`config.mk`:
```
export PLATFORM = sky130hd
export DESIGN_NAME = aphq_dist
export DESIGN_NICKNAME = d
export VERILOG_FILES = /design/src/rtl/aphq_pkg.sv /design/src/rtl/aphq_dist.sv
export SDC_FILE = /design/constraint.sdc
export NUM_CORES = 2
export LEC_CHECK = 0
export BUFFER_PORTS_ARGS = -buffer_cell sky130_fd_sc_hd__buf_2
export CORE_MARGIN = 2
export CORE_UTILIZATION = 54
export DETAILED_ROUTE_END_ITERATION = 7
export HOLD_SLACK_MARGIN = 0.12
export PLACE_DENSITY = 0.7
export SLEW_MARGIN = 15
export SYNTH_ARGS = -nofsm -noshare
export SYNTH_HDL_FRONTEND = slang
export SYNTH_SLANG_ARGS = --single-unit
```
`constraint.sdc`:
```
create_clock -name clk -period 24.8 [get_ports clk]
set_input_delay 4.96 -clock clk [delete_from_list [all_inputs] [get_ports clk]]
set_output_delay 4.96 -clock clk [all_outputs]
set_load 0.005 [all_outputs]
```
`src/rtl/aphq_pkg.sv`:
```
`timescale 1ns / 1ps
`default_nettype none

package aphq_pkg;

  localparam int COORD_WIDTH_DEF    = 20;
  localparam int PARAM_FRACTION_DEF = 16;
  localparam int ADDR_WIDTH         = 5;
  localparam int DATA_WIDTH         = 32;

  typedef enum logic [2:0] {
    REG_LO_X,
    REG_LO_Y,
    REG_LO_Z,
    REG_HI_X,
    REG_HI_Y,
    REG_HI_Z,
    REG_NE_HEIGHT,
    REG_SW_HEIGHT
  } reg_idx_t;

  // how a weight is formed: clamped low, clamped high, or divided out
  typedef enum logic [1:0] {
    SEL_ZERO,
    SEL_ONE,
    SEL_DIV
  } weight_sel_t;

endpackage

`default_nettype wire

```
`src/rtl/aphq_dist.sv`:
```
`timescale 1ns / 1ps
`default_nettype none

// Sum of three squares: square stage, then sum stage.
module aphq_dist #(
  parameter int COORD_WIDTH = aphq_pkg::COORD_WIDTH_DEF
) (
  input  wire logic                        clk,
  input  wire logic                        en,
  input  wire logic signed [COORD_WIDTH:0] dx,
  input  wire logic signed [COORD_WIDTH:0] dy,
  input  wire logic signed [COORD_WIDTH:0] dz,
  output logic [2*COORD_WIDTH+3:0]         dsq
);

  localparam int W  = COORD_WIDTH;
  localparam int DW = 2 * W + 4;

  logic signed [2*W+1:0] sqx, sqy, sqz;

  always_ff @(posedge clk) begin
    if (en) begin
      sqx <= dx * dx;
      sqy <= dy * dy;
      sqz <= dz * dz;
      dsq <= DW'(sqx) + DW'(sqy) + DW'(sqz);
    end
  end

endmodule

`default_nettype wire

```
==> impl_metrics.json <==
{
  "synth_edf_count": 167,
  "worst_pin_slew_ns": 1.003,
  "slew_violations": 0,
  "drv_cap": 0,
  "cpMostUsedCell": "fa_1",
  "crit_chain": "buf_2 > clkinv_1 > nor2_1 > fa_1 > ha_1 > fa_1 > inv_1 > fa_1 > inv_1 > fa_1 > fa_1 > inv_1 > fa_1 > inv_1 > ha_1 > a21o_1 > a21o_1 > or3_1 > o221ai_1 > a21oi_1 > a211o_1 > a21oi_1 > xnor2_1",
  "cts_root_buf": "clkbuf_16",
  "dieArea_um2": 99240,
  "fin_util_pct": 56.63,
  "synth_seq_cells": 167,
  "dp_hpwl_um": 98150,
  "r2r_setup_slack_ns": 20.76,
  "fin_skew_ns": 0.009153,
  "tns_ns": 0,
  "layout-drive-gt1-share_pct": 3.459,
  "vias_per_cell": 5.186,
  "hp-start": "sqz[0]",
  "clock_latency_ns": 0.46,
  "cts_tree": "built",
  "async_flop_share_pct": 0,
  "nets": 7115,
  "clock-sinks": 167,
  "grt_use_total_pct": 24.90,
  "cts_resized": 0,
  "cts_buffers": 17,
  "fmax_mhz": 80.42,
  "slew_headroom_pct": 33.14,
  "final_common_cell": "inv_1",
  "drc": 0,
  "finalHoldViolCount": 0,
  "r2r_end": "dsq[35]",
  "hold_end": "dsq[0]",
  "coreArea_um2": 96280,
  "htree_num_levels": 4,
  "cts_setup_buffers": 0,
  "slowest_stage": "fa_1",
  "hold_buffers": 0,
  "syn_area_per_cell_um2": 9.804,
  "die_h_um": 315.0,
  "worstPathRequired_ns": 25.00,
  "ant_nets": 0,
  "initial_core_util_pct": 54.25,
  "rr_startpoint": "sqz[14]",
  "rows": 114,
  "grt_pass1_wl_um": 194100,
  "hold_path_depth": 3,
  "synth_ff_type": "edfxtp_1",
  "syn_area_um2": 52240,
  "cts_max_path_buffers": 2,
  "worstPathArrival_ns": 12.64,
  "grt_pass1_vias": 37990,
  "hp-class": "reg -> reg",
  "reg2regPathDepth": 12,
  "crit_path_start_kind": "input pin",
  "status": "finished, final reports clean",
  "period_needed_ns": 12.43,
  "critPathKind": "in -> reg",
  "period_share_pct": 50.14,
  "design_area_um2": 54520,
  "io_buffers": 108,
  "grt_start_max_net_pins": 90,
  "drt_iter0_markers": 2287,
  "ys.warnings.count": 0,
  "die_w_um": 315.0,
  "overflow": 0,
  "ys_seq_area_share_pct": 9.600,
  "wl_per_cell_um": 17.36,
  "finalWeightedCongestion": 0.9216,
  "routed-via-count": 34379,
  "dr.pass1.iters": 5,
  "synth.area.top_cells": "fa_1 49%, inv_1 12%, ha_1 10%",
  "antenna_found_initial": 3,
  "synth_cell_type_count": 80,
  "synth_top_area_share_pct": 49.17,
  "num_io_pins": 109,
  "clk_pin_slew_worst_paths_ns": 0.07,
  "placedInstanceArea_um2": 53940,
  "syn_to_final_growth_pct": 4.371,
  "cp-end-kind": "register",
  "setup_violations": 0,
  "fillCellCount": 8364,
  "layout_common_cells": "1676 x inv_1, 1283 x fa_1, 460 x nand2_1",
  "synth_top_area_cell": "fa_1",
  "critPathMaxStageDelay_ns": 0.79,
  "rsz0062_at_grt": "false",
  "crit_fanout": 25,
  "synthCells": 5328,
  "drt-total-wl_um": 115100
}
-- sequential cells by signal (all words and copies together) (netlist names) --
register,flops
sqy,41
sqz,41
dsq,44
sqx,41
-- worst max-delay path, delay by kind of cell --
family | cells | cell delay (ns)
compound gates | 6 | 1.23
xor+xnor | 1 | 0.08
simple gates | 2 | 0.77
buf+inv | 6 | 1.46
fa+ha+maj | 8 | 4.09
-- how the worst max path moves through the flow --
stage	from	to	slack [ns]	cells after the start
after floorplan	dz[15]	sqz[40]	13.02	25
after global placement	dz[20]	sqz[41]	12.16	23
after detailed placement	dz[20]	sqz[41]	11.97	23
after CTS	dz[20]	sqz[41]	12.48	23
after global routing	dy[7]	sqy[40]	11.98	27
final	dz[20]	sqz[41]	12.37	23
-- cell usage after synthesis (all sizes together), types with 5 or more instances --
cell	count
a211o	7
a211oi	11
a21boi	7
a21o	85
a21oi	153
a31o	12
a31oi	11
and2	176
and3	8
buf	7
clkbuf	119
clkinv	5
edfxtp	167
fa	1283
ha	432
inv	1676
nand2	460
nand2b	19
nand3	30
nand4	14
nor2	191
nor2b	18
nor3	24
o211ai	7
o21a	16
o21ai	55
o21bai	25
o31ai	9
or2	12
or3	5
xnor2	158
xor2	68
-- per-stage QoR --
step                      cells  setup WS (ns)  hold slack, ns
after detailed placement   6592          11.97          0.7836
after global placement     6592          12.16          0.7567
after floorplan            5330          13.02          0.7425
after global routing       6626          11.98          0.8186
final                      6629          12.37          0.7872
after CTS                  6624          12.48          0.7970
-- layer usage --
layer	track usage [%]	routed length, µm	up-vias
met1	34.36	48600	17584
met4	6.331	3132	0
li1	-	-	15581
met2	42.00	56240	1036
met5	0	0	-
met3	3.079	7087	178
-- logic make-up (layout without fill, tap and decap cells) --
| group | after synthesis | after routing | synth area share [%] |
|---|---|---|---|
| buffers and inverters | 1807 | 1825 | 12.99 |
| adders and majority gates | 1715 | 1715 | 59.52 |
| and+or+nand+nor | 973 | 973 | 8.470 |
| AOI/OAI and AO/OA | 435 | 435 | 5.545 |
| xor gates and xnor gates | 226 | 226 | 3.789 |
| DFF | 167 | 167 | 9.600 |
| muxes | 4 | 4 | 0.08383 |
| other | 1 | 8 | 0.007179 |
-- cell type report --
type	instances	area, µm²	share of cell area, %
multi-input combinational	3356	40450	74.18
inverter	1681	6310	11.57
sequential	167	5015	9.198
tap	1276	1597	2.928
timing repair buffer	112	576.8	1.058
clock buffer	17	425.4	0.7803
clock inverter	15	138.9	0.2547
antenna	5	12.51	0.02295
Power is left out: the tool's default activity adds up to more than one toggle a clock period on the data nets, which glitch-free logic cannot reach.
