--- config.mk ---
export PLATFORM = sky130hd
export DESIGN_NAME = aphq_interp
export DESIGN_NICKNAME = d
export VERILOG_FILES = /design/src/rtl/aphq_pkg.sv /design/src/rtl/aphq_interp.sv
export SDC_FILE = /design/constraint.sdc
export NUM_CORES = 2
export LEC_CHECK = 0
export ABC_AREA = 1
export ABC_CLOCK_PERIOD_IN_PS = 19290
export BUFFER_PORTS_ARGS = -buffer_cell sky130_fd_sc_hd__buf_4
export CELL_PAD_IN_SITES_DETAIL_PLACEMENT = 0
export CELL_PAD_IN_SITES_GLOBAL_PLACEMENT = 1
export CORE_MARGIN = 5
export CORE_UTILIZATION = 41
export CTS_BUF_LIST = sky130_fd_sc_hd__clkbuf_16
export DETAILED_ROUTE_END_ITERATION = 8
export GPL_ROUTABILITY_DRIVEN = 0
export PLACE_DENSITY_LB_ADDON = 0.1
export SETUP_SLACK_MARGIN = 0.3
export SYNTH_ARGS = -nofsm -noshare
export SYNTH_HDL_FRONTEND = slang
export SYNTH_SLANG_ARGS = --single-unit
--- constraint.sdc ---
create_clock -name clk -period 19.29 [get_ports clk]
set_clock_uncertainty 0.15 [all_clocks]
set_input_delay 1.929 -clock clk [delete_from_list [all_inputs] [get_ports clk]]
set_output_delay 1.929 -clock clk [all_outputs]
set_load 0.03 [all_outputs]
--- src/rtl/aphq_pkg.sv ---
`timescale 1ns / 1ps
`default_nettype none

package aphq_pkg;

  localparam int COORD_WIDTH_DEF    = 20;
  localparam int PARAM_FRACTION_DEF = 16;
  localparam int ADDR_WIDTH         = 5;
  localparam int DATA_WIDTH         = 32;

  typedef enum logic [2:0] {
    REG_LO_X,
    REG_LO_Y,
    REG_LO_Z,
    REG_HI_X,
    REG_HI_Y,
    REG_HI_Z,
    REG_NE_HEIGHT,
    REG_SW_HEIGHT
  } reg_idx_t;

  // how a weight is formed: clamped low, clamped high, or divided out
  typedef enum logic [1:0] {
    SEL_ZERO,
    SEL_ONE,
    SEL_DIV
  } weight_sel_t;

endpackage

`default_nettype wire

--- src/rtl/aphq_interp.sv ---
`timescale 1ns / 1ps
`default_nettype none

// Bilinear height from weights u, v; five register stages.
module aphq_interp #(
  parameter int COORD_WIDTH    = aphq_pkg::COORD_WIDTH_DEF,
  parameter int PARAM_FRACTION = aphq_pkg::PARAM_FRACTION_DEF
) (
  input  wire logic                          clk,
  input  wire logic                          en,
  input  wire logic        [PARAM_FRACTION:0] u,
  input  wire logic        [PARAM_FRACTION:0] v,
  input  wire logic signed [COORD_WIDTH-1:0]  lo_z,
  input  wire logic signed [COORD_WIDTH-1:0]  ne_height,
  input  wire logic signed [COORD_WIDTH-1:0]  sw_height,
  input  wire logic signed [COORD_WIDTH-1:0]  hi_z,
  input  wire logic                          flat,
  output logic signed      [COORD_WIDTH-1:0]  height
);

  localparam int W  = COORD_WIDTH;
  localparam int F  = PARAM_FRACTION;
  localparam int PW = W + F + 3;
  localparam logic signed [PW-1:0] BIAS = PW'((64'd1 << F) - 64'd1);

  // divide by 2^F, truncating toward zero
  function automatic logic signed [W:0] trunc_frac(input logic signed [PW-1:0] p);
    logic signed [PW-1:0] t;
    t = p + ((p < 0) ? BIAS : '0);
    t = t >>> F;
    return t[W:0];
  endfunction

  logic signed [W:0]    dn;
  logic signed [W:0]    ds;
  logic signed [PW-1:0] pn1, ps1, pv4;
  logic        [F:0]    v1, v2, v3;
  logic signed [W-1:0]  north2, south2, north3, north4;
  logic signed [W:0]    diff3;
  logic signed [W:0]    sum_n, sum_s, sum_h;

  assign dn = (W+1)'(ne_height) - (W+1)'(lo_z);
  assign ds = (W+1)'(hi_z) - (W+1)'(sw_height);

  assign sum_n = (W+1)'(lo_z) + trunc_frac(pn1);
  assign sum_s = (W+1)'(sw_height) + trunc_frac(ps1);
  assign sum_h = (W+1)'(north4) + trunc_frac(pv4);

  always_ff @(posedge clk) begin
    if (en) begin
      pn1    <= $signed({1'b0, u}) * dn;
      ps1    <= $signed({1'b0, u}) * ds;
      v1     <= v;
      north2 <= sum_n[W-1:0];
      south2 <= sum_s[W-1:0];
      v2     <= v1;
      diff3  <= (W+1)'(south2) - (W+1)'(north2);
      north3 <= north2;
      v3     <= v2;
      pv4    <= $signed({1'b0, v3}) * diff3;
      north4 <= north3;
      height <= flat ? ne_height : sum_h[W-1:0];
    end
  end

endmodule

`default_nettype wire

==> metrics.txt <==
CP most frequent cell=inv_1; WP buf/inv=9; Post-CTS Setup Inserts=0; crit path max fanout=14; Fmax=about 110 MHz; RSZ-0062 raised after global routing=no; Yosys reg bits=~280; initial antenna violation count=17; IO Count=137; Vias=46970; WL per Instance=between 20 and 25 µm; Adder-Cell Fraction of Synth Area=0.4538; Core Area=approximately 140000 µm²; Port-buffer cells=between 100 and 150; Worst Setup End Kind=register; DP HPWL=around 160000 µm; Pins Over Slew Limit=0; Worst slew margin=0.2661; die area=about 150000 µm²; EDFF count, synth=between 200 and 300; hold depth=0; Pre-Repair DR Iteration Count=7; fillcell total=between 10000 and 15000; gr ovfl total=0; Die H=390.2 µm; Avg Vias per Cell=around 5; Post-route DRC=0; clock sinks=about 280; Final min period=about 9.4 ns; outcome=finished, final reports clean; Slowest-stage cell, CP=fa_1; # setup viols final=0; post-synth cell types=56; Ys Warns=0; CTS Root Buffer Type=clkbuf_16; CTS Buf Count=38; Bufs on Longest Clock Path=3; Max Cap Viol=0; Post-CTS Resized=0; leading area contributor after synthesis=fa_1; Fin Setup TNS=0 ns; final core utilization=0.4428; Area contributors post-synth=fa_1 (36%), edfxtp_1 (14%), inv_1 (11%), ha_1 (9.5%), nand2_1 (9.0%); Worst-Margin Slew=approximately 1.1 ns; cell count after synthesis=roughly 7200; WS Path Type=input port to register; effective utilization at floorplan=0.4125; Synth Flop Type=edfxtp_1; Rows=139; first-pass GRT wire length=around 290000 µm; post-synthesis async set-or-reset flop share=0; area grow syn2layout=7.339%; XOR/XNOR share of the synthesized area=0.03197; Clock Pin Slew Worst Setup and Hold Paths=around 0.060 ns; number of global-route vias before repair=~50000; clock latency at the later pin of the worst-skew pair=roughly 0.61 ns; fin crit share=0.4888; Worst path max stage delay=about 0.91 ns; chip width=390.2 µm; H-tree depth=2; Yosys top cell area share=0.3588; cell family with most CP delay=adder cells; WP depth=32; nets=a little under 9000; largest family of logic cells by synthesized area=adder cells; final worst slack=9.861 ns; CP Launch Type=input port; worst r2r src=diff3[12]; CTS hold repair buffers=0; pre-CTS setup slack=9.383 ns; HP Start=north3[12]; final WL=189100 µm; pin count of the biggest net entering global routing=81; dpl cells=9141; HP Class=register to register; Avg Inst Size Synth=between 8 and 9 µm²; proportion of synthesized area in mux cells=0; synthesized-area fraction occupied by and/or/nand/nor cells=0.1878; Synth Area in Compound Gates=0.05540; ANT nets after route=0; post-synthesis net count=8872; Seq/Total Area, Yosys=0.1434; worst-case reg-to-reg path depth=20; fin cells=~9000; DRT iter0 DRCs=between 2000 and 3000; Setup crit start=ne_height[0]; final hold vios=0; Req. time, crit path=around 19 ns; GRT Total Usage=0.2502; synthesized area=59260 µm²; Critical Path AT=9.62 ns; layout cells sized above 1=0.04955; TritonCTS clock tree=done
-- cell usage in the layout, fill, tap and decap left out, types with 23 or more instances in the layout --
cell type / instances
clkbuf_16: 38
xor2_1: 127
nand3_1: 331
a21oi_1: 275
buf_4: 191
nor2_1: 661
fa_1: 1062
nor3_1: 45
ha_1: 450
or2_2: 34
edfxtp_1: 283
xnor2_1: 79
inv_1: 1767
nand2_1: 1413
or2_1: 28
nand4_1: 59
nand3b_1: 23
o21ai_0: 173
a21o_1: 30
-- synthesized netlist by cell type (6+ instances only) --
cell and count:
clkbuf_1 157, a21boi_0 8, or2_1 28, inv_2 17
nand2_1 1413, o21ai_0 173, o21ai_1 9, nand2_4 6
buf_4 6, nor4_1 13, o21bai_1 21, o211ai_1 15
nand4_1 59, a21oi_1 275, a21o_1 30, nand2_2 14
a31oi_1 21, nand3b_1 23, clkinv_1 8, a21oi_2 6
nor2_1 661, inv_1 1767, or2_2 34, buf_2 24
xor2_1 128, nor2_4 6, nor3_1 45, o21a_1 9
edfxtp_1 283, fa_1 1062, xnor2_1 79, o31ai_1 6
nand3_1 331, ha_1 450
-- cell families (layout without fill, tap and decap cells) --
kind of cell | after synthesis | count (layout)
other | 0 | 8
DFF | 283 | 283
buffers and inverters | 1990 | 2053
and+or+nand+nor | 2657 | 2657
AOI/OAI and AO/OA | 589 | 589
adders and majority gates | 1512 | 1512
xor gates and xnor gates | 212 | 212
-- registers in the layout, summed over array words and instances, names as in the netlist, 20 cells and up --
| signal | cells |
|---|---|
| south2 | 20 |
| north3 | 20 |
| north4 | 20 |
| pn1 | 37 |
| north2 | 20 |
| pv4 | 37 |
| height | 20 |
| ps1 | 37 |
| diff3 | 21 |
-- metrics by stage --
stage          hold slack, ns  instance area, µm²
2_1_floorplan          0.2503               59260
3_3_place_gp           0.2507               62270
3_5_place_dp           0.2545               62270
4_1_cts                0.2308               63590
5_1_grt                0.2573               63590
6_report               0.2399               63610
-- layout make-up --
cell class,count,area [µm²],share of cell area
tap,1903,2381,0.03743
inverter,1793,6735,0.1059
sequential,283,8498,0.1336
multi-input combinational,4970,43200,0.6792
antenna,8,20.02,0.0003147
clock inverter,30,370.4,0.005823
timing repair buffer,192,1449,0.02278
clock buffer,38,950.9,0.01495
-- worst paths after layout --
kind,end,slack [ns]
max reg2reg,pv4[35],12.49
max,pn1[38],9.86
min reg2reg,north4[12],0.24
min,north4[12],0.24
-- metal layers --
| layer | track usage | wire length (µm) | vias to the layer above |
|---|---|---|---|
| met5 | 0 | 61 | - |
| met4 | 0.08141 | 6961 | 8 |
| met3 | 0.02792 | 10010 | 275 |
| met2 | 0.4386 | 93060 | 1188 |
| met1 | 0.3249 | 78970 | 23570 |
| li1 | - | - | 21930 |
Power is left out: the tool's default activity adds up to more than one toggle a clock period on the data nets, which glitch-free logic cannot reach.
