===== config.mk =====
export PLATFORM = sky130hd
export DESIGN_NAME = aphq_cfg
export DESIGN_NICKNAME = d
export VERILOG_FILES = /design/src/rtl/aphq_pkg.sv /design/src/rtl/aphq_cfg.sv
export SDC_FILE = /design/constraint.sdc
export NUM_CORES = 1
export LEC_CHECK = 0
export ABC_AREA = 1
export BUFFER_PORTS_ARGS = -buffer_cell sky130_fd_sc_hd__buf_2
export CORE_ASPECT_RATIO = 2
export CORE_MARGIN = 2
export CORE_UTILIZATION = 52
export CTS_CLUSTER_SIZE = 40
export DETAILED_ROUTE_END_ITERATION = 16
export GPL_TIMING_DRIVEN = 0
export PLACE_DENSITY = 0.81
export SYNTH_ARGS = -nofsm -noshare
export SYNTH_HDL_FRONTEND = slang
export SYNTH_SLANG_ARGS = --single-unit

===== constraint.sdc =====
create_clock -name clk -period 1.75 [get_ports clk]
set_input_delay 0.0875 -clock clk [delete_from_list [all_inputs] [get_ports clk]]
set_output_delay 0.0875 -clock clk [all_outputs]
set_load 0.01 [all_outputs]

===== src/rtl/aphq_pkg.sv =====
`timescale 1ns / 1ps
`default_nettype none

package aphq_pkg;

  localparam int COORD_WIDTH_DEF    = 20;
  localparam int PARAM_FRACTION_DEF = 16;
  localparam int ADDR_WIDTH         = 5;
  localparam int DATA_WIDTH         = 32;

  typedef enum logic [2:0] {
    REG_LO_X,
    REG_LO_Y,
    REG_LO_Z,
    REG_HI_X,
    REG_HI_Y,
    REG_HI_Z,
    REG_NE_HEIGHT,
    REG_SW_HEIGHT
  } reg_idx_t;

  // how a weight is formed: clamped low, clamped high, or divided out
  typedef enum logic [1:0] {
    SEL_ZERO,
    SEL_ONE,
    SEL_DIV
  } weight_sel_t;

endpackage

`default_nettype wire


===== src/rtl/aphq_cfg.sv =====
`timescale 1ns / 1ps
`default_nettype none

module aphq_cfg #(
  parameter int COORD_WIDTH = aphq_pkg::COORD_WIDTH_DEF
) (
  input  wire logic                                clk,
  input  wire logic                                rst,
  input  wire logic                                psel,
  input  wire logic                                penable,
  input  wire logic                                pwrite,
  input  wire logic [aphq_pkg::ADDR_WIDTH-1:0]     paddr,
  input  wire logic [aphq_pkg::DATA_WIDTH-1:0]     pwdata,
  output logic      [aphq_pkg::DATA_WIDTH-1:0]     prdata,
  output logic                                     pready,
  output logic signed [COORD_WIDTH-1:0]            lo_x,
  output logic signed [COORD_WIDTH-1:0]            lo_y,
  output logic signed [COORD_WIDTH-1:0]            lo_z,
  output logic signed [COORD_WIDTH-1:0]            hi_x,
  output logic signed [COORD_WIDTH-1:0]            hi_y,
  output logic signed [COORD_WIDTH-1:0]            hi_z,
  output logic signed [COORD_WIDTH-1:0]            ne_height,
  output logic signed [COORD_WIDTH-1:0]            sw_height
);

  localparam int W  = COORD_WIDTH;
  localparam int DW = aphq_pkg::DATA_WIDTH;

  aphq_pkg::reg_idx_t idx;
  logic               wr;
  logic signed [W-1:0] wval;

  assign idx    = aphq_pkg::reg_idx_t'(paddr[aphq_pkg::ADDR_WIDTH-1:2]);
  assign wr     = psel && penable && pwrite && pready;
  assign wval   = $signed(pwdata[W-1:0]);
  assign pready = 1'b1;

  always_ff @(posedge clk) begin
    if (rst) begin
      lo_x      <= '0;
      lo_y      <= '0;
      lo_z      <= '0;
      hi_x      <= '0;
      hi_y      <= '0;
      hi_z      <= '0;
      ne_height <= '0;
      sw_height <= '0;
    end else if (wr) begin
      case (idx)
        aphq_pkg::REG_LO_X:      lo_x      <= wval;
        aphq_pkg::REG_LO_Y:      lo_y      <= wval;
        aphq_pkg::REG_LO_Z:      lo_z      <= wval;
        aphq_pkg::REG_HI_X:      hi_x      <= wval;
        aphq_pkg::REG_HI_Y:      hi_y      <= wval;
        aphq_pkg::REG_HI_Z:      hi_z      <= wval;
        aphq_pkg::REG_NE_HEIGHT: ne_height <= wval;
        aphq_pkg::REG_SW_HEIGHT: sw_height <= wval;
        default: ;
      endcase
    end
  end

  // read back sign-extended; low address bits select nothing
  always_comb begin
    case (idx)
      aphq_pkg::REG_LO_X:      prdata = DW'(lo_x);
      aphq_pkg::REG_LO_Y:      prdata = DW'(lo_y);
      aphq_pkg::REG_LO_Z:      prdata = DW'(lo_z);
      aphq_pkg::REG_HI_X:      prdata = DW'(hi_x);
      aphq_pkg::REG_HI_Y:      prdata = DW'(hi_y);
      aphq_pkg::REG_HI_Z:      prdata = DW'(hi_z);
      aphq_pkg::REG_NE_HEIGHT: prdata = DW'(ne_height);
      aphq_pkg::REG_SW_HEIGHT: prdata = DW'(sw_height);
      default:                 prdata = (paddr[1:0] == 2'b00) ? '0 : '0;
    endcase
  end

endmodule

`default_nettype wire


==> summary.md <==
| Metric | Value |
|---|---|
| Outcome | `finished, final reports clean` |
| Clock root buffer | `sky130_fd_sc_hd__clkbuf_16` |
| Count of H-tree levels built during CTS | `4` |
| Time the worst path needs with I/O delays and setup | `1700 ps` |
| P per Cell Area | `approximately 900 mW/mm²` |
| Leading cell types in the layout, fill and taps excluded | `sky130_fd_sc_hd__nor2_1 (246), sky130_fd_sc_hd__buf_2 (227), sky130_fd_sc_hd__o21ai_1 (160), sky130_fd_sc_hd__dfxtp_1 (160), sky130_fd_sc_hd__nor3_1 (140)` |
| Post-route fraction of the period consumed by the critical path | `0.973` |
| Overall track demand over capacity in global routing | `0.411` |
| Clock network fraction of design power | `0.469` |
| Final worst clock skew | `0 ps` |
| Starting utilization of the core area | `0.527` |
| Met2 track utilization from global routing | `0.697` |
| Most common library cell in the layout ignoring fill and taps | `sky130_fd_sc_hd__nor2_1` |
| Detailed-route wire length | `around 32 mm` |
| Via count of the first global-routing pass | `about 8.7k` |
| Number of port buffers | `between 150 and 200` |
| Syn Inst Count | `~1.1k` |
| Cell Rows | `just over 60` |
| Layout overhead on the synthesized area | `24.8%` |
| Setup crit end kind | `primary output` |
| Setup repair after global routing missed its margin | `no` |
| Biggest fanout along the worst timing path | `10` |
| Hold Path Cell Cnt | `3` |
| Register bit total from synthesis | `160` |
| Worst slew pin tran | `810 ps` |
| Fin area | `0.00939 mm²` |
| CP max stage cell | `sky130_fd_sc_hd__clkbuf_1` |
| Total clock sinks | `160` |
| CTS clk-pin slew, worst paths | `approximately 60 ps` |
| Global-route track usage on met1 | `0.441` |
| Number of antenna violations at the first check in global routing | `0` |
| Sum of overflow across all layers after global routing | `0` |
| R2r endpoint | `lo_z[9]` |
| Routed Antenna Nets | `0` |
| Placer congestion estimate | `about 1.0` |
| Depth of the worst register-to-register path | `2` |
| Grt peak-use layer | `met2` |
| Total via count after detailed routing | `9068` |
| Warnings from Yosys | `0` |
| Static Leakage | `roughly 0.0045 µW` |
| Post-layout instance count excluding filler cells | `about 1.5k` |
| Syn_nets | `approximately 1.1k` |
| Endpoint, Worst Hold | `hi_z[0]` |
| Number of max-slew violations in the final report | `0` |
| Fmax | `approximately 0.59 GHz` |
| Kind of critical path | `in2out` |
| Cts bufs inserted | `17` |
| Layout cells sized above 1 | `0.230` |
| Data required time of the worst path | `between 1500 and 2000 ps` |
| Start of the worst register-to-register path | `lo_z[9]` |
| Design internal power | `just over 6000 µW` |
| Net load switching power | `2280 µW` |
| Seq pwr share | `0.444` |
| Stage delay of the slowest cell on the critical path | `520 ps` |
| Count of different cell masters after synthesis | `18` |
| Number of cells after detailed placement | `approximately 1.5k` |
| Die X-Extent | `89.0 µm` |
| Hold-fix buffers at CTS | `0` |
| Average routed wire per standard cell | `20.8 µm` |
| Worst setup slack for register-to-register paths | `approximately 1100 ps` |
| Final hold violations | `0` |
| Logic pwr share | `0.087` |
| First-pass GRT wire length | `between 40 and 50 mm` |
| Drt drc | `0` |
| Global-route met3 utilization | `0.0613` |
| Count of buffers added by post-CTS timing repair for setup | `0` |
| Slew Limit Headroom | `0.460` |
| Accumulated negative setup slack | `0 ps` |
| Portion of the post-synthesis area used by sequential elements | `0.426` |
| Later-pin clock latency in the skew report | `about 440 ps` |
| Fin Hold WS | `about 99 ps` |
| Die Outline Area | `0.0155 mm²` |
| Worst path arrival time | `1620 ps` |
| Kind of launch point of the worst setup path | `primary input` |
| Worst hold start | `pwdata[0]` |
| Maximum root-to-sink buffer count | `2` |
| I/O pin total | `~240` |
| Number of antenna diodes | `0` |
| Core area | `between 0.01 and 0.015 mm²` |
| Detailed-route vias per instance | `around 5.9` |
| Maximum number of pins on one net before global-route repair | `17` |
| Count of nets after finishing | `roughly 1.4k` |
| Y dimension of the die | `~170 µm` |
| Detailed Routing Iterations Pass 1 | `9` |
| Final Setup Violations | `0` |
| Post-synthesis instance area | `about 0.0075 mm²` |
| CP Cell Sequence | `buf_2, buf_4, nand3_1, clkbuf_1, nor2_1, nor2_1, nand3_1, buf_2` |
| Type of the most critical hold path | `in2reg` |
| Average instance area after synthesis | `about 6.8 µm²` |
| Detailed placer's ending HPWL | `around 24 mm` |
| Max-Cap Viols | `0` |
| TritonCTS clock tree | `built` |
| DRC marker count from the first detailed-route iteration | `just over 800` |
| Sw Share | `0.271` |
| Post-Place Cell Area | `~0.0088 mm²` |
| Worst-case vdd ir drop | `a little over 0.0007 V` |
## metrics by stage
stage / setup slack [ps] / utilization / total power, µW
2_1_floorplan: 249 / - / 4220
3_3_place_gp: -287 / 0.613 / 4510
3_5_place_dp: -339 / 0.613 / 4510
4_1_cts: 22.0 / 0.657 / 8340
5_1_grt: 11.8 / 0.658 / 8550
6_report: 46.8 / 0.658 / 8410
## power groups by stage
stage	logic (µW)	clock network, µW	registers, µW
2_1_floorplan	394	0	3820
6_report	733	3940	3730
5_1_grt	771	4050	3730
3_3_place_gp	697	0	3810
3_5_place_dp	702	0	3810
4_1_cts	706	3910	3730
## per-layer routing
| metal | vias to the layer above | wire (µm) |
|---|---|---|
| met5 | - | 0 |
| met1 | 4086 | 10400 |
| li1 | 4151 | - |
| met2 | 632 | 16200 |
| met4 | 0 | 2570 |
| met3 | 199 | 2580 |
## how the worst max path moves through the flow
stage	start	to	slack, ps	cells after the start
after floorplan	paddr[4]	prdata[20]	250	9
after global placement	paddr[3]	prdata[28]	-290	9
after detailed placement	paddr[3]	prdata[30]	-340	9
after CTS	paddr[4]	prdata[30]	20	10
after global routing	paddr[3]	prdata[28]	10	10
final	paddr[3]	prdata[1]	50	8
## Yosys cell counts (all sizes together)
master,instances,area share
buf,73,0.052
clkbuf,63,0.033
conb,1,0.00050
dfxtp,160,0.43
inv,27,0.013
nand2,103,0.051
nand3,46,0.032
nand4,81,0.067
nor2,249,0.12
nor3,140,0.093
o21ai,160,0.11
## sequential cells by signal, summed over array words and instances (netlist names)
name,flops
hi_x,20
hi_y,20
lo_z,20
lo_y,20
sw_height,20
lo_x,20
hi_z,20
ne_height,20
## what timing repair did
action                     CTS  global route
pin swaps                    0             1
gates resized for setup      5            11
setup endpoints to repair   13            18
## cell type report
cell class                      instances  area, µm²
Fill cell                            1431       4890
Multi-Input combinational cell        780       3590
Sequential cell                       160       3200
Timing Repair Buffer                  198        991
Buffer                                136        651
Clock buffer                           17        425
Tap cell                              192        240
Clock inverter                         15        183
Inverter                               27        101
## kinds of logic (layout without fill, tap and decap cells)
logic type	Yosys count	in the layout	share of synthesized area
AOI/OAI and AO/OA	160	160	0.106
buffers and inverters	163	393	0.0988
DFF	160	160	0.426
other	1	1	0.000499
and+or+nand+nor	619	619	0.368
## critical path, delay by kind of cell
| family | cells | cell delay (ps) |
|---|---|---|
| buffers and inverters | 4 | 970 |
| AND/OR/NAND/NOR | 4 | 560 |
Note: power is estimated with default switching activity, not from simulation.
