[config.mk]
export PLATFORM = sky130hd
export DESIGN_NAME = aphq_div
export DESIGN_NICKNAME = d
export VERILOG_FILES = /design/src/rtl/aphq_pkg.sv /design/src/rtl/aphq_div.sv
export SDC_FILE = /design/constraint.sdc
export NUM_CORES = 1
export LEC_CHECK = 0
export ABC_AREA = 1
export BUFFER_PORTS_ARGS = -buffer_cell sky130_fd_sc_hd__clkbuf_2
export CORE_AREA = 10 10 321 323
export DETAILED_ROUTE_END_ITERATION = 6
export DIE_AREA = 0 0 331 333
export PLACE_DENSITY = 0.76
export SYNTH_ARGS = -nofsm -noshare
export SYNTH_HDL_FRONTEND = slang
export SYNTH_SLANG_ARGS = --single-unit
export TNS_END_PERCENT = 30
[constraint.sdc]
create_clock -name clk -period 5.6 [get_ports clk]
set_input_delay 0.56 -clock clk [delete_from_list [all_inputs] [get_ports clk]]
set_output_delay 0.56 -clock clk [all_outputs]
set_load 0.1 [all_outputs]
[src/rtl/aphq_pkg.sv]
`timescale 1ns / 1ps
`default_nettype none

package aphq_pkg;

  localparam int COORD_WIDTH_DEF    = 20;
  localparam int PARAM_FRACTION_DEF = 16;
  localparam int ADDR_WIDTH         = 5;
  localparam int DATA_WIDTH         = 32;

  typedef enum logic [2:0] {
    REG_LO_X,
    REG_LO_Y,
    REG_LO_Z,
    REG_HI_X,
    REG_HI_Y,
    REG_HI_Z,
    REG_NE_HEIGHT,
    REG_SW_HEIGHT
  } reg_idx_t;

  // how a weight is formed: clamped low, clamped high, or divided out
  typedef enum logic [1:0] {
    SEL_ZERO,
    SEL_ONE,
    SEL_DIV
  } weight_sel_t;

endpackage

`default_nettype wire

[src/rtl/aphq_div.sv]
`timescale 1ns / 1ps
`default_nettype none

// Restoring divider, one quotient bit per stage. The numerator is known to be
// below the divisor whenever the select asks for a division.
module aphq_div #(
  parameter int COORD_WIDTH    = aphq_pkg::COORD_WIDTH_DEF,
  parameter int PARAM_FRACTION = aphq_pkg::PARAM_FRACTION_DEF
) (
  input  wire logic                      clk,
  input  wire logic                      en,
  input  wire aphq_pkg::weight_sel_t     sel_in,
  input  wire logic [COORD_WIDTH-1:0]    num,
  input  wire logic [COORD_WIDTH-1:0]    den,
  output logic      [PARAM_FRACTION:0]   wt
);

  localparam int W = COORD_WIDTH;
  localparam int F = PARAM_FRACTION;

  logic [W-1:0]          rem   [F];
  logic [F-1:0]          quo   [F];
  logic [W-1:0]          den_r [F];
  aphq_pkg::weight_sel_t sel_r [F];

  for (genvar k = 0; k < F; k++) begin : g_step
    logic [W-1:0]          rp;
    logic [W-1:0]          dp;
    logic [F-1:0]          qp;
    aphq_pkg::weight_sel_t sp;
    logic [W:0]            sh;
    logic [W:0]            diff;
    logic                  ge;

    if (k == 0) begin : g_first
      assign rp = num;
      assign dp = den;
      assign qp = '0;
      assign sp = sel_in;
    end else begin : g_next
      assign rp = rem[k-1];
      assign dp = den_r[k-1];
      assign qp = quo[k-1];
      assign sp = sel_r[k-1];
    end

    assign sh   = {rp, 1'b0};
    assign diff = sh - {1'b0, dp};
    assign ge   = (sh >= {1'b0, dp});

    always_ff @(posedge clk) begin
      if (en) begin
        rem[k]   <= ge ? diff[W-1:0] : sh[W-1:0];
        quo[k]   <= {qp[F-2:0], ge};
        den_r[k] <= dp;
        sel_r[k] <= sp;
      end
    end
  end

  always_comb begin
    case (sel_r[F-1])
      aphq_pkg::SEL_ZERO: wt = '0;
      aphq_pkg::SEL_ONE:  wt = {1'b1, {F{1'b0}}};
      default:            wt = {1'b0, quo[F-1]};
    endcase
  end

endmodule

`default_nettype wire

==> results by group, run 1 <==
Timing
  • Final setup TNS: 0 ps
  • Setup violators final: 0
  • FMAX: 360 MHz
  • Fin crit share: 49.7%
  • Post-layout min period: 2780 ps
  • Max-slew violations: 0
  • Least-Margin Pin Slew: 810 ps
  • Rel. slew slack: 46.0%
  • Hold slack final: 91.3 ps
  • Clk_skew: 24.4 ps
  • Unrepaired setup endpoints after global routing: false
  • Final hold viol count: 0

Yosys
  • EDFF count, synth: 768
  • Synth top area share: 48.0%
  • Synth Warn #: 0
  • Top FF cell, synth: edfxtp_1
  • Top area cells in the synthesized netlist: edfxtp_1 (48%), nand2_1 (17%), ha_1 (8.3%)
  • Post-synthesis sequential area ratio: 48.0%
  • Post-synthesis compound-gate area fraction: 3.11%
  • Simple-Gate Fraction of Synth Area: 28.1%
  • Post-synthesis xor/xnor area fraction: 2.55%
  • Mean post-synth cell area: 8.19 sq um
  • Leading area contributor after synthesis: edfxtp_1
  • Async SR Flop Fraction: 0%
  • Count of cell types in the netlist: 30
  • Yosys reg bits: 768
  • Post-Synth Adder-Cell Area: 8.93%
  • Post-Synthesis Cells: 5867
  • Mux cell area share after synthesis: 0%
  • Synthesized cell area: 48000 sq um
  • Main combinational cell family by area after synthesis: simple AND/OR/NAND/NOR gates
  • Synthesized net count: 6245

Drt
  • Drt first pass iters: 6
  • Detailed-route via count: 37300
  • Vias per cell: 5.09
  • Wire per inst: 16.3 microns
  • DRT Wirelength: 119000 microns
  • Antenna-violating nets left: 0
  • Post-route DRC: 0
  • First-iteration detailed-routing DRC count: 3396

CTS
  • Cts hold-fix bufs: 0
  • Post-CTS Setup Repair Bufs: 0
  • TritonCTS clock tree: done
  • Clock transition at path regs: 60 ps
  • CTS max path bufs: 3
  • Root Buffer: clkbuf_16
  • CTS Buf Count: 85
  • H-tree Lvls: 3
  • Clk Latency, worst-skew pair: 660 ps
  • Post-CTS Resized: 0
  • Clock sink count: 768

Placed design
  • Placed instance area: 49600 sq um
  • Post-detail-place hpwl: 93100 microns
  • Port bufs: 60
  • GPL Wtd Cong: 0.938

Setup path
  • CP required: 5040 ps
  • Worst setup path endpoint: wt[5]
  • CP Data Arrival Time: 2220 ps
  • FF-to-FF End: rem[0][96]
  • Critical path class: reg -> out
  • Reg2reg setup slack: 3000 ps
  • R2R depth: 10
  • Crit. End Element: output port
  • Crit path max fanout: 17
  • R2R Path Start: rem[0][76]
  • Startpoint Class: register
  • Worst Setup SP: sel_r[1][15]

Floorplan
  • Starting Density: 49.9%
  • Die ar.: 110000 sq um
  • Boundary Pins: 61
  • CORE AREA: 96300 sq um
  • Die height: 333 microns
  • Width of the die: 331 microns
  • Cell row count: 114

GRT
  • Wire length of the first global-routing pass: 188000 microns
  • M2 GR Usage: 33.0%
  • Total Routing Usage GR: 21.3%
  • GRT overflow: 0
  • M3 GR Usage: 3.10%
  • Grt met1 use: 30.7%
  • Largest net degree at the start of global routing: 132
  • Vias in the first global route: 34700
  • Initial antenna violation count: 1
  • Busiest grt layer: met2

Worst hold path
  • Hold depth: 1
  • Hold Crit Class: in -> reg

Run
  • Total of max-cap violations: 0

Pwr
  • Peak supply drop: 0.304 mV
  • P per Cell Area: 529 nW/um^2
  • Leakage: 25.9 nW

Final layout
  • Share of cells above drive strength 1: 5.84%
  • P&R area growth vs syn: 9.31%
  • Fin nets: 6353
  • Final core utilization: 54.5%
  • Filler cells: 8883
  • Final Cell Area: 52500 sq um
  • # diodes: 0

Run status
  • Status: finished, final reports clean
## cell families after synthesis
logic type / Yosys count
fa+ha+maj: 334
xor+xnor: 140
compound gates: 279
simple gates: 3245
flops: 768
buf+inv: 1101
## through the flow
stage / power, mW / cells / setup WS [ps]
after floorplan: 18.6 / 5867 / 3040
after global placement: 21.7 / 7164 / 2930
after detailed placement: 21.8 / 7164 / 2950
after CTS: 27.8 / 7320 / 2590
after global routing: 30.0 / 7320 / 2570
final: 27.8 / 7320 / 2820
## worst min path at each step
stage	end	from	slack, ps
3_3_place_gp	quo[1][7]	quo[0][118]	400
3_5_place_dp	quo[0][99]	quo[0][82]	400
5_1_grt	sel_r[0][1]	sel_in[1]	70
2_1_floorplan	quo[0][100]	quo[0][83]	400
4_1_cts	sel_r[0][1]	sel_in[1]	50
6_report	sel_r[0][1]	sel_in[1]	90
## layout make-up
class	count	area [sq um]	area share, %
sequential	768	23100	43.9
multi-input combinational	3998	20500	39.1
inverter	1054	3990	7.60
clock buffer	96	2190	4.17
tap	1276	1600	3.04
clock inverter	60	704	1.34
timing repair buffer	68	445	0.848
## registers in the layout (all words and copies together) (netlist names)
register  flops
den_r       300
quo         136
rem         300
sel_r        32
## layer usage
layer / vias to the layer above / share of wire, %
met5: - / 0
met4: 0 / 2.7
met3: 175 / 6.7
met2: 1167 / 44
met1: 17000 / 46
li1: 18900 / -
## power by group
part / total [mW] / internal, mW / switching (mW)
Clock: 5.81 / 3.47 / 2.34
Combinational: 12.7 / 4.18 / 8.54
Sequential: 9.23 / 8.34 / 0.894
## synth_stat cells, types with 26 or more instances
cell type and instances:
buf_6 31, a21oi_1 191, nand3_1 411, xor2_1 125, nand2_2 44, nor2_2 26, inv_1 1032, edfxtp_1 768
o21ai_0 52, nand3b_1 72, nand2_1 2188, nor2_1 422, ha_1 319
## worst max-delay path, cell delays in order (launching register included)
cell and delay [ps]:
edfxtp_1 860, nand2_1 160, inv_1 90, clkbuf_2 460
## placed cells by master, fill, tap and decap left out, types with 16 or more instances in the layout
cell type,count
a21oi_1,191
clkbuf_16,86
clkbuf_2,59
clkinv_2,16
edfxtp_1,768
ha_1,319
inv_1,1032
nand2_1,2188
nand2_2,44
nand3_1,411
nand3b_1,72
nand4_1,19
nor2_1,422
nor2_2,26
nor3_1,17
o21ai_0,52
xor2_1,125
Power figures use the tool's default switching activity.
==> run 2: changes to the inputs <==
clock period = 2.7 ns   (was 5.6 ns; I/O delays follow)
==> results by group, run 2 (synthesized netlist as in run 1, its figures left out) <==
CTS
  • TritonCTS clock tree: done
  • H-tree Lvls: 3
  • Post-CTS Setup Repair Bufs: 0
  • CTS Buf Count: 84
  • CTS max path bufs: 3
  • Root Buffer: clkbuf_16
  • Clock sink count: 768
  • Clock transition at path regs: 60 ps
  • Clk Latency, worst-skew pair: 670 ps

GRT
  • Largest net degree at the start of global routing: 98
  • Busiest grt layer: met2
  • Total Routing Usage GR: 21.4%
  • GRT overflow: 0
  • Vias in the first global route: 35100
  • M3 GR Usage: 2.77%
  • Initial antenna violation count: 2
  • Grt met1 use: 31.0%
  • Wire length of the first global-routing pass: 190000 microns
  • M2 GR Usage: 33.8%

Floorplan
  • Die height: 333 microns
  • Width of the die: 331 microns
  • Cell row count: 114
  • Die ar.: 110000 sq um
  • Boundary Pins: 61
  • Starting Density: 49.9%
  • CORE AREA: 96300 sq um

Timing
  • Final hold viol count: 0
  • Fin crit share: 92.1%
  • Post-layout min period: 2490 ps
  • Max-slew violations: 0
  • Rel. slew slack: 63.0%
  • Final setup TNS: 0 ps
  • Least-Margin Pin Slew: 557 ps
  • Unrepaired setup endpoints after global routing: false
  • Setup violators final: 0
  • Clk_skew: 39.2 ps
  • FMAX: 402 MHz

Final layout
  • Final Cell Area: 53200 sq um
  • Share of cells above drive strength 1: 6.36%
  • Storage element area: 23100 sq um
  • Top flop regs: den_r x300, rem x300, quo x136
  • Fin nets: 6426
  • Area of the multi-input gates: 20500 sq um
  • Commonest non-fill, non-tap cell in the layout: nand2_1
  • P&R area growth vs syn: 10.7%
  • Most frequent cells in the layout: nand2_1 (2188), inv_1 (1032), edfxtp_1 (768)
  • Filler cells: 8792

Setup path
  • CP max-delay cell: edfxtp_1
  • Critical path class: reg -> reg
  • R2R Path Start: den_r[0][21]
  • Crit path max fanout: 22
  • R2R depth: 12
  • CP required: 3200 ps
  • Reg2reg setup slack: 210 ps
  • Most used cell, CP: nand2_1
  • Crit-path max cell delay: 430 ps
  • FF-to-FF End: rem[0][55]
  • CP Data Arrival Time: 2980 ps
  • Crit. End Element: register
  • Startpoint Class: register
  • Crit-path cells: inv_1, ha_1, ha_1, nand2_1, nor2_1, nand3_1, o21ai_0, nor2_1, nand2_8, inv_4, nand2_1, nand2_1

Worst hold path
  • Hold Crit Class: in -> reg
  • Hold depth: 1
  • Hold path start: en
  • Hold Path End: rem[1][34]

Drt
  • DRT Wirelength: 120000 microns
  • Vias per cell: 5.10
  • Post-route DRC: 0
  • First-iteration detailed-routing DRC count: 3650
  • Antenna-violating nets left: 0
  • Drt first pass iters: 6
  • Wire per inst: 16.2 microns
  • Detailed-route via count: 37700

Pwr
  • Peak supply drop: 0.549 mV
  • P per Cell Area: 1080 nW/um^2
  • Power, Total: 57.5 mW
  • Leakage: 26.2 nW

Placed design
  • Port bufs: 60
  • Post-detail-place hpwl: 94700 microns
  • Placed instance area: 49900 sq um
  • GPL Wtd Cong: 0.930

Run status
  • Status: finished, final reports clean

Run
  • Total of max-cap violations: 0
run 2: cell types whose count changed in the layout (fill, tap and decap cells not counted), sizes merged, moves of 2 or more:
cell,change
bufinv,-5
buf,+34
dlygate4sd3,+40
clkinv,+2
clkinvlp,+2
run 2: cell type report:
class / count / share of cell area [%]
flip-flops and latches: 768 / 43.4
well taps: 1276 / 3.00
inverters: 1054 / 7.51
repair buffers: 142 / 2.19
clock buffers: 97 / 4.12
multi-input cells: 3998 / 38.6
clock inverters: 58 / 1.20
diodes: 1 / 0.00470
run 2: critical path: cells and delay by family (launching register included):
kind	cells	cell delay, ps
AO/OA/AOI/OAI	1	70
adder cells (fa/ha/maj)	2	560
buffers and inverters	2	320
flip-flops	1	430
AND/OR/NAND/NOR	7	920
run 2: metrics by stage:
step / cells / hold WS, ps / utilization (%) / setup WS (ps)
2_1_floorplan: 5867 / 369 / - / 432
3_3_place_gp: 7198 / 400 / 51.9 / 124
3_5_place_dp: 7198 / 405 / 51.9 / 148
4_1_cts: 7393 / 25.2 / 55.2 / 123
5_1_grt: 7393 / 41.5 / 55.2 / 58.6
6_report: 7394 / 53.8 / 55.2 / 214
run 2: layer usage:
layer | wire length [microns] | vias up
met5 | 0 | -
met4 | 2640 | 0
met3 | 7740 | 175
met2 | 54000 | 1171
met1 | 55600 | 17300
li1 | - | 19000
run 2: power breakdown:
part           total (mW)  switching (mW)  leakage, nW  internal, mW
clock network        11.8            4.98         1.36          6.77
logic                26.5            17.6         17.3          8.87
registers            19.2            1.90         7.53          17.3
run 2: repair_timing:
item,4_1_cts,5_1_grt
resized for setup,0,2
hold endpoints to repair,40,0
hold buffers,40,0
endpoints found under the setup margin,0,2
run 2: worst max path at each step:
stage | slack, ps | depth (start not counted) | start | to
after floorplan | 430 | 3 | sel_r[1][15] | wt[16]
after global placement | 120 | 11 | den_r[0][24] | rem[0][55]
after detailed placement | 150 | 11 | den_r[0][24] | rem[0][55]
after CTS | 120 | 11 | den_r[0][24] | rem[0][55]
after global routing | 60 | 12 | den_r[0][101] | rem[0][137]
final | 210 | 12 | den_r[0][21] | rem[0][55]
